## src/cdt_pkg.sv

```systemverilog
// Shared types and constants for the calendar date to tick converter.
`timescale 1ns / 1ps

package cdt_pkg;

    // Input beat: one calendar date and time of day.
    typedef struct packed {
        logic [13:0] year;
        logic [3:0]  month;
        logic [4:0]  day;
        logic [4:0]  hour;
        logic [5:0]  minute;
        logic [5:0]  second;
        logic [29:0] nanos;
    } date_in_t;

    // Output beat: range flag and 100 ns tick count.
    typedef struct packed {
        logic        valid_res;
        logic [61:0] ticks;
    } ticks_out_t;

    // Range limits.
    localparam logic [13:0] YEAR_MAX   = 14'd9999;
    localparam logic [3:0]  MONTH_MAX  = 4'd12;
    localparam logic [4:0]  HOUR_MAX   = 5'd23;
    localparam logic [5:0]  MINSEC_MAX = 6'd59;
    localparam logic [29:0] NANOS_MAX  = 30'd999999999;

    // Tick scales split into an odd part and a power-of-two shift.
    // day = 52734375 << 14, hour = 17578125 << 11,
    // minute = 1171875 << 9, second = 78125 << 7.
    localparam logic [25:0] DAY_ODD    = 26'd52734375;
    localparam int unsigned DAY_SHIFT  = 14;
    localparam logic [24:0] HOUR_ODD   = 25'd17578125;
    localparam int unsigned HOUR_SHIFT = 11;
    localparam logic [20:0] MIN_ODD    = 21'd1171875;
    localparam int unsigned MIN_SHIFT  = 9;
    localparam logic [16:0] SEC_ODD    = 17'd78125;
    localparam int unsigned SEC_SHIFT  = 7;

    // Reciprocals: x/100 = (x*5243)>>19 and x/400 = (x*10486)>>22 for x < 16384,
    // n/100 = (n*0x51EB851F)>>37 for any 32-bit n.
    localparam logic [12:0] RECIP_100     = 13'd5243;
    localparam int unsigned RECIP_100_SH  = 19;
    localparam logic [13:0] RECIP_400     = 14'd10486;
    localparam int unsigned RECIP_400_SH  = 22;
    localparam logic [31:0] RECIP_NS      = 32'h51EB851F;
    localparam int unsigned RECIP_NS_SH   = 37;
    localparam logic [8:0]  DAYS_PER_YEAR = 9'd365;

    // Stage 1 to stage 2: checked flags and raw products.
    typedef struct packed {
        logic        ok;
        logic [13:0] year;
        logic [3:0]  month;
        logic [4:0]  day;
        logic [11:0] py_q4;
        logic [21:0] py_365;
        logic [26:0] py_p100;
        logic [27:0] py_p400;
        logic [26:0] yr_p100;
        logic [29:0] hour_p;
        logic [26:0] min_p;
        logic [22:0] sec_p;
        logic [61:0] ns_p;
    } s1_t;

    // Stage 3 to stage 4: day count and time-of-day ticks.
    typedef struct packed {
        logic        ok;
        logic [21:0] days;
        logic [40:0] tod;
    } s3_t;

endpackage

```

## src/cdt_front.sv

```systemverilog
// Input stage: most range checks and the constant products passed on in s1_t.
`timescale 1ns / 1ps

module cdt_front (
    input  logic             clk,
    input  logic             rst_n,
    input  logic             up_valid,
    output logic             up_stall,
    input  cdt_pkg::date_in_t up_data,
    output logic             dn_valid,
    input  logic             dn_stall,
    output cdt_pkg::s1_t     dn_data
);
    import cdt_pkg::*;

    logic v_reg;
    s1_t  d_reg;
    s1_t  d_next;
    logic [13:0] py;

    // Hold while a beat waits downstream.
    assign up_stall = v_reg & dn_stall;
    assign dn_valid = v_reg;
    assign dn_data  = d_reg;

    // Check ranges and form products.
    always_comb
    begin
        py             = up_data.year - 14'd1;
        d_next.ok      = (up_data.year != 14'd0) && (up_data.year <= YEAR_MAX) &&
                         (up_data.month != 4'd0) && (up_data.month <= MONTH_MAX) &&
                         (up_data.day != 5'd0) && (up_data.hour <= HOUR_MAX) &&
                         (up_data.minute <= MINSEC_MAX) &&
                         (up_data.second <= MINSEC_MAX) &&
                         (up_data.nanos <= NANOS_MAX);
        d_next.year    = up_data.year;
        d_next.month   = up_data.month;
        d_next.day     = up_data.day;
        d_next.py_q4   = py[13:2];
        d_next.py_365  = 22'(py * DAYS_PER_YEAR);
        d_next.py_p100 = 27'(py * RECIP_100);
        d_next.py_p400 = 28'(py * RECIP_400);
        d_next.yr_p100 = 27'(up_data.year * RECIP_100);
        d_next.hour_p  = 30'(up_data.hour * HOUR_ODD);
        d_next.min_p   = 27'(up_data.minute * MIN_ODD);
        d_next.sec_p   = 23'(up_data.second * SEC_ODD);
        d_next.ns_p    = 62'({2'b00, up_data.nanos} * RECIP_NS);
    end

    // Advance the valid bit.
    always_ff @(posedge clk or negedge rst_n)
    begin
        if (!rst_n)
        begin
            v_reg <= 1'b0;
        end
        else if (!up_stall)
        begin
            v_reg <= up_valid;
        end
    end

    // Load the payload.
    always_ff @(posedge clk)
    begin
        if (!up_stall && up_valid)
        begin
            d_reg <= d_next;
        end
    end

endmodule

```

## src/cdt_date.sv

```systemverilog
// Date stages: leap rule, days since year 1 and time-of-day ticks.
`timescale 1ns / 1ps

module cdt_date (
    input  logic         clk,
    input  logic         rst_n,
    input  logic         up_valid,
    output logic         up_stall,
    input  cdt_pkg::s1_t up_data,
    output logic         dn_valid,
    input  logic         dn_stall,
    output cdt_pkg::s3_t dn_data
);
    import cdt_pkg::*;

    typedef struct packed {
        logic        ok;
        logic        leap;
        logic [3:0]  month;
        logic [4:0]  day;
        logic [21:0] days_base;
        logic [40:0] tod;
    } s2_t;

    // Days before the first of month m (1..12).
    function automatic logic [8:0] month_start(input logic leap, input logic [3:0] m);
        logic [8:0] r;
        unique case (m)
            4'd1:    r = 9'd0;
            4'd2:    r = 9'd31;
            4'd3:    r = 9'd59;
            4'd4:    r = 9'd90;
            4'd5:    r = 9'd120;
            4'd6:    r = 9'd151;
            4'd7:    r = 9'd181;
            4'd8:    r = 9'd212;
            4'd9:    r = 9'd243;
            4'd10:   r = 9'd273;
            4'd11:   r = 9'd304;
            4'd12:   r = 9'd334;
            default: r = 9'd0;
        endcase
        if (leap && (m > 4'd2) && (m <= MONTH_MAX))
        begin
            r = r + 9'd1;
        end
        return r;
    endfunction

    // Length of month m (1..12).
    function automatic logic [4:0] month_len(input logic leap, input logic [3:0] m);
        logic [4:0] r;
        unique case (m)
            4'd2:    r = leap ? 5'd29 : 5'd28;
            4'd4,
            4'd6,
            4'd9,
            4'd11:   r = 5'd30;
            default: r = 5'd31;
        endcase
        return r;
    endfunction

    logic        v2_reg;
    logic        v3_reg;
    s2_t         d2_reg;
    s2_t         d2_next;
    s3_t         d3_reg;
    s3_t         d3_next;
    logic        stall3;
    logic [7:0]  yr_q100;
    logic [13:0] yr_c100;
    logic [24:0] ns_q;

    // Back-pressure per stage; empty stages absorb bubbles.
    assign stall3   = v3_reg & dn_stall;
    assign up_stall = v2_reg & stall3;
    assign dn_valid = v3_reg;
    assign dn_data  = d3_reg;

    // Stage 2: leap rule, day count without month, time-of-day sum.
    always_comb
    begin
        yr_q100           = up_data.yr_p100[26:RECIP_100_SH];
        yr_c100           = 14'(yr_q100 * 7'd100);
        ns_q              = up_data.ns_p[61:RECIP_NS_SH];
        d2_next.ok        = up_data.ok;
        d2_next.month     = up_data.month;
        d2_next.day       = up_data.day;
        d2_next.leap      = (up_data.year[1:0] == 2'b00) &&
                            ((up_data.year != yr_c100) || (yr_q100[1:0] == 2'b00));
        d2_next.days_base = up_data.py_365 + 22'(up_data.py_q4)
                            - 22'(up_data.py_p100[26:RECIP_100_SH])
                            + 22'(up_data.py_p400[27:RECIP_400_SH]);
        d2_next.tod       = ({11'd0, up_data.hour_p} << HOUR_SHIFT)
                            + ({14'd0, up_data.min_p} << MIN_SHIFT)
                            + ({18'd0, up_data.sec_p} << SEC_SHIFT)
                            + {16'd0, ns_q};
    end

    // Stage 3: month offset and day-of-month check.
    always_comb
    begin
        d3_next.ok   = d2_reg.ok && (d2_reg.day <= month_len(d2_reg.leap, d2_reg.month));
        d3_next.days = d2_reg.days_base
                       + 22'(month_start(d2_reg.leap, d2_reg.month))
                       + 22'(d2_reg.day) - 22'd1;
        d3_next.tod  = d2_reg.tod;
    end

    // Advance the valid bits.
    always_ff @(posedge clk or negedge rst_n)
    begin
        if (!rst_n)
        begin
            v2_reg <= 1'b0;
            v3_reg <= 1'b0;
        end
        else
        begin
            if (!up_stall)
            begin
                v2_reg <= up_valid;
            end
            if (!stall3)
            begin
                v3_reg <= v2_reg;
            end
        end
    end

    // Load the payloads.
    always_ff @(posedge clk)
    begin
        if (!up_stall && up_valid)
        begin
            d2_reg <= d2_next;
        end
        if (!stall3 && v2_reg)
        begin
            d3_reg <= d3_next;
        end
    end

endmodule

```

## src/cdt_tick.sv

```systemverilog
// Tick stages: scale the day count and merge with time of day.
`timescale 1ns / 1ps

module cdt_tick (
    input  logic               clk,
    input  logic               rst_n,
    input  logic               up_valid,
    output logic               up_stall,
    input  cdt_pkg::s3_t       up_data,
    output logic               dn_valid,
    input  logic               dn_stall,
    output cdt_pkg::ticks_out_t dn_data
);
    import cdt_pkg::*;

    typedef struct packed {
        logic        ok;
        logic [47:0] day_p;
        logic [40:0] tod;
    } s4_t;

    logic       v4_reg;
    logic       v5_reg;
    s4_t        d4_reg;
    s4_t        d4_next;
    ticks_out_t d5_reg;
    ticks_out_t d5_next;
    logic       stall5;

    assign stall5   = v5_reg & dn_stall;
    assign up_stall = v4_reg & stall5;
    assign dn_valid = v5_reg;
    assign dn_data  = d5_reg;

    // Stage 4: day count times the odd part of a day.
    always_comb
    begin
        d4_next.ok    = up_data.ok;
        d4_next.day_p = 48'(up_data.days * DAY_ODD);
        d4_next.tod   = up_data.tod;
    end

    // Stage 5: shift, add, and drop the count when out of range.
    always_comb
    begin
        d5_next.valid_res = d4_reg.ok;
        if (d4_reg.ok)
        begin
            d5_next.ticks = 62'({d4_reg.day_p, 14'd0} >> (14 - DAY_SHIFT))
                            + {21'd0, d4_reg.tod};
        end
        else
        begin
            d5_next.ticks = '0;
        end
    end

    // Advance the valid bits.
    always_ff @(posedge clk or negedge rst_n)
    begin
        if (!rst_n)
        begin
            v4_reg <= 1'b0;
            v5_reg <= 1'b0;
        end
        else
        begin
            if (!up_stall)
            begin
                v4_reg <= up_valid;
            end
            if (!stall5)
            begin
                v5_reg <= v4_reg;
            end
        end
    end

    // Load the payloads.
    always_ff @(posedge clk)
    begin
        if (!up_stall && up_valid)
        begin
            d4_reg <= d4_next;
        end
        if (!stall5 && v4_reg)
        begin
            d5_reg <= d5_next;
        end
    end

endmodule

```

## src/calendar_date_to_ticks.sv

```systemverilog
// Throughput: one beat per cycle while no stall holds the pipe; five register stages,
// each with its own valid bit, so a stall only holds stages that are full.
// Reset clears every valid bit; payload registers are not reset.
// Top level: Gregorian date and time of day to 100 ns ticks since year 1.
`timescale 1ns / 1ps

module calendar_date_to_ticks (
    input  logic                clk,
    input  logic                rst_n,
    input  logic                req_valid,
    output logic                req_stall,
    input  cdt_pkg::date_in_t   req,
    output logic                rsp_valid,
    input  logic                rsp_stall,
    output cdt_pkg::ticks_out_t rsp
);
    import cdt_pkg::*;

    logic s1_valid;
    logic s1_stall;
    s1_t  s1_data;
    logic s3_valid;
    logic s3_stall;
    s3_t  s3_data;

    // Range checks and products.
    cdt_front u_front (
        .clk      (clk),
        .rst_n    (rst_n),
        .up_valid (req_valid),
        .up_stall (req_stall),
        .up_data  (req),
        .dn_valid (s1_valid),
        .dn_stall (s1_stall),
        .dn_data  (s1_data)
    );

    // Leap rule and day count.
    cdt_date u_date (
        .clk      (clk),
        .rst_n    (rst_n),
        .up_valid (s1_valid),
        .up_stall (s1_stall),
        .up_data  (s1_data),
        .dn_valid (s3_valid),
        .dn_stall (s3_stall),
        .dn_data  (s3_data)
    );

    // Day scaling and final sum.
    cdt_tick u_tick (
        .clk      (clk),
        .rst_n    (rst_n),
        .up_valid (s3_valid),
        .up_stall (s3_stall),
        .up_data  (s3_data),
        .dn_valid (rsp_valid),
        .dn_stall (rsp_stall),
        .dn_data  (rsp)
    );

endmodule
```

## config.mk

```make
export PLATFORM = sky130hd
export DESIGN_NAME = calendar_date_to_ticks
export DESIGN_NICKNAME = d
export VERILOG_FILES = /design/src/cdt_pkg.sv /design/src/cdt_front.sv /design/src/cdt_date.sv /design/src/cdt_tick.sv /design/src/calendar_date_to_ticks.sv
export SDC_FILE = /design/constraint.sdc
export NUM_CORES = 2
export LEC_CHECK = 0
export BUFFER_PORTS_ARGS = -buffer_cell sky130_fd_sc_hd__buf_2
export CORE_MARGIN = 4
export CORE_UTILIZATION = 30
export CTS_CLUSTER_DIAMETER = 200
export DETAILED_ROUTE_END_ITERATION = 7
export GPL_TIMING_DRIVEN = 0
export PLACE_DENSITY_LB_ADDON = 0.2
export SETUP_SLACK_MARGIN = 0.5
export SYNTH_ARGS = -nofsm -noshare
export SYNTH_HDL_FRONTEND = slang
export SYNTH_HIERARCHICAL = 1
export SYNTH_SLANG_ARGS = --single-unit
```

## constraint.sdc

```tcl
create_clock -name clk -period 37 [get_ports clk]
set_input_delay 5.55 -clock clk [delete_from_list [all_inputs] [get_ports clk]]
set_output_delay 5.55 -clock clk [all_outputs]
set_load 0.01 [all_outputs]
```

==> impl_metrics.env <==
export IMPL_run_status="complete, no violations"
export IMPL_clock_latency_ns=0.65
export IMPL_cts_hold_fix_buffers=0
export IMPL_min_path_type="reg -> reg"
export IMPL_fin_skew_ns=0.03684
export IMPL_grt_pass1_wl_um=253000
export IMPL_start_kind="input pin"
export IMPL_setup_viol=0
export IMPL_grt_pass1_vias=43040
export IMPL_largest_register_ff_count=178
export IMPL_ys_warn_count=6
export IMPL_final_util_pct=33.31
export IMPL_drv_cap=0
export IMPL_cp_slowest_stage_delay_ns=0.72
export IMPL_clock_sinks=483
export IMPL_maxSlewViolCount=0
export IMPL_drt_total_wl_um=159400
export IMPL_syn_nets=8010
export IMPL_fmaxAchievable_mhz=77.09
export IMPL_portBuffers=138
export IMPL_syn_area_um2=63250
export IMPL_tns_ns=0
export IMPL_tritoncts="done"
export IMPL_syn_to_final_growth_pct=10.36
export IMPL_worstSetupPathType="in -> reg"
export IMPL_worstMarginPinSlew_ns=1.315
export IMPL_hold_viol=0
export IMPL_gp_congestion=0.8981
export IMPL_dieHeight_um=467.2
export IMPL_cpMostUsedCell="fa_1"
export IMPL_vias=40740
export IMPL_drt_wirelength_per_cell_um=17.66
export IMPL_clockBufferDepth=3
export IMPL_cp_max_fo=8
export IMPL_layout_drive_gt1_share_pct=5.498
export IMPL_drt_vias_per_instance=4.512
export IMPL_post_route_min_period_ns=12.97
export IMPL_rsz0062_at_grt="no"
export IMPL_crit_family="adder cells"
export IMPL_initial_core_util_pct=30.18
export IMPL_drtIter0Drc=2053
export IMPL_rows=168
export IMPL_grt_antenna_before_repair=5
export IMPL_grt_max_degree=71
export IMPL_clockRootBuffer="clkbuf_16"
export IMPL_cp_buffers_inverters=8
export IMPL_cts_resized=0
export IMPL_dieArea_um2=218200
export IMPL_slew_headroom_pct=11.73
export IMPL_cts_inserted_buffers=56
export IMPL_die_w_um=467.2
export IMPL_cts_setup_buffers=0
export IMPL_remaining_drc_errors=0
export IMPL_nets=8221
export IMPL_synth_cells=5963
export IMPL_required_ns=37.38
export IMPL_io_pins=139
export IMPL_gr_usage_all_layers_pct=14.83
export IMPL_dp_hpwl_um=139200
export IMPL_cp_slowest_cell="o31ai_1"
export IMPL_postRouteAntennaNets=0
export IMPL_final_period_utilization_pct=35.06
export IMPL_worst_endpoint_arrival_ns=13.35
export IMPL_firstDrtPassIters=5
export IMPL_syn_area_per_cell_um2=10.61
export IMPL_htreeDepth=2
export IMPL_end_kind="register"
export IMPL_core_area_um2=209600
export IMPL_clk_pin_slew_ns=0.06
export IMPL_globalRoute_totalOverflow=0
[layer usage]
layer | track usage, % | wire length [um]
met1 | 21.30 | 77030
met4 | 3.008 | 3366
met2 | 24.28 | 73720
met3 | 1.460 | 5265
met5 | 0 | 27
[per-stage QoR]
stage,area [um2],setup WS [ns],hold WS (ns),instances
2_1_floorplan,63250,22.41,0.4003,5963
3_3_place_gp,67450,17.60,0.4011,8906
3_5_place_dp,67830,23.26,0.4045,8921
4_1_cts,69800,23.94,0.4151,9026
5_1_grt,69800,23.73,0.4198,9026
6_report,69810,24.03,0.4126,9029
[worst paths after layout]
| kind | start | endpoint | slack, ns | cells after the start |
|---|---|---|---|---|
| worst max-delay path | req[21] | u_front/dn_data[53] | 24.03 | 25 |
| worst max register to register | u_date/dn_data[61] | u_tick/d4_reg[84] | 29.50 | 24 |
| worst min register to register | u_date/dn_data[2] | u_tick/d4_reg[2] | 0.41 | 0 |
| min in group asynchronous | rst_n | u_front/dn_valid | 4.71 | 1 |
| max in group asynchronous | rst_n | u_date/dn_valid | 32.15 | 1 |
| worst min-delay path | u_date/dn_data[2] | u_tick/d4_reg[2] | 0.41 | 0 |
[area by class of cell]
class                           count  area (um2)
Tap cell                         2805        3510
Buffer                             73       461.7
Inverter                         1476        5543
Timing Repair Buffer              153        1003
Multi-Input combinational cell   3931       42920
Clock buffer                       67        1443
Clock inverter                     38       528.0
Sequential cell                   483       14390
Antenna cell                        3       7.507
Fill cell                       21440      139800
[placed cells by master, fill, tap and decap left out, types with 9 or more instances in the layout]
cell          n
a2111oi_0    10
a211oi_1     27
a21boi_0     15
a21o_1      137
a21oi_1     275
a311oi_1     11
a31o_2       10
a31oi_1      31
and2_1       33
and3_1       37
and4_1       12
buf_2       142
buf_4        17
bufinv_16    11
clkbuf_1     53
clkbuf_16    56
dfxtp_1       9
edfxtp_1    469
fa_1        772
ha_1       1201
inv_1      1475
nand2_1     187
nand2b_1     23
nand3_1      69
nand4_1      48
nor2_1      205
nor2b_1      34
nor3_1       44
nor4_1       11
o211ai_1     21
o21a_1       42
o21ai_0     136
o21ai_1      11
o21bai_1     39
o31a_1       12
o31ai_1      14
or2_2        15
or3_1        15
xnor2_1     200
xor2_1       92
Power is not shown: default switching activity piles up to over one toggle a cycle in this logic, so the estimate is an artifact.
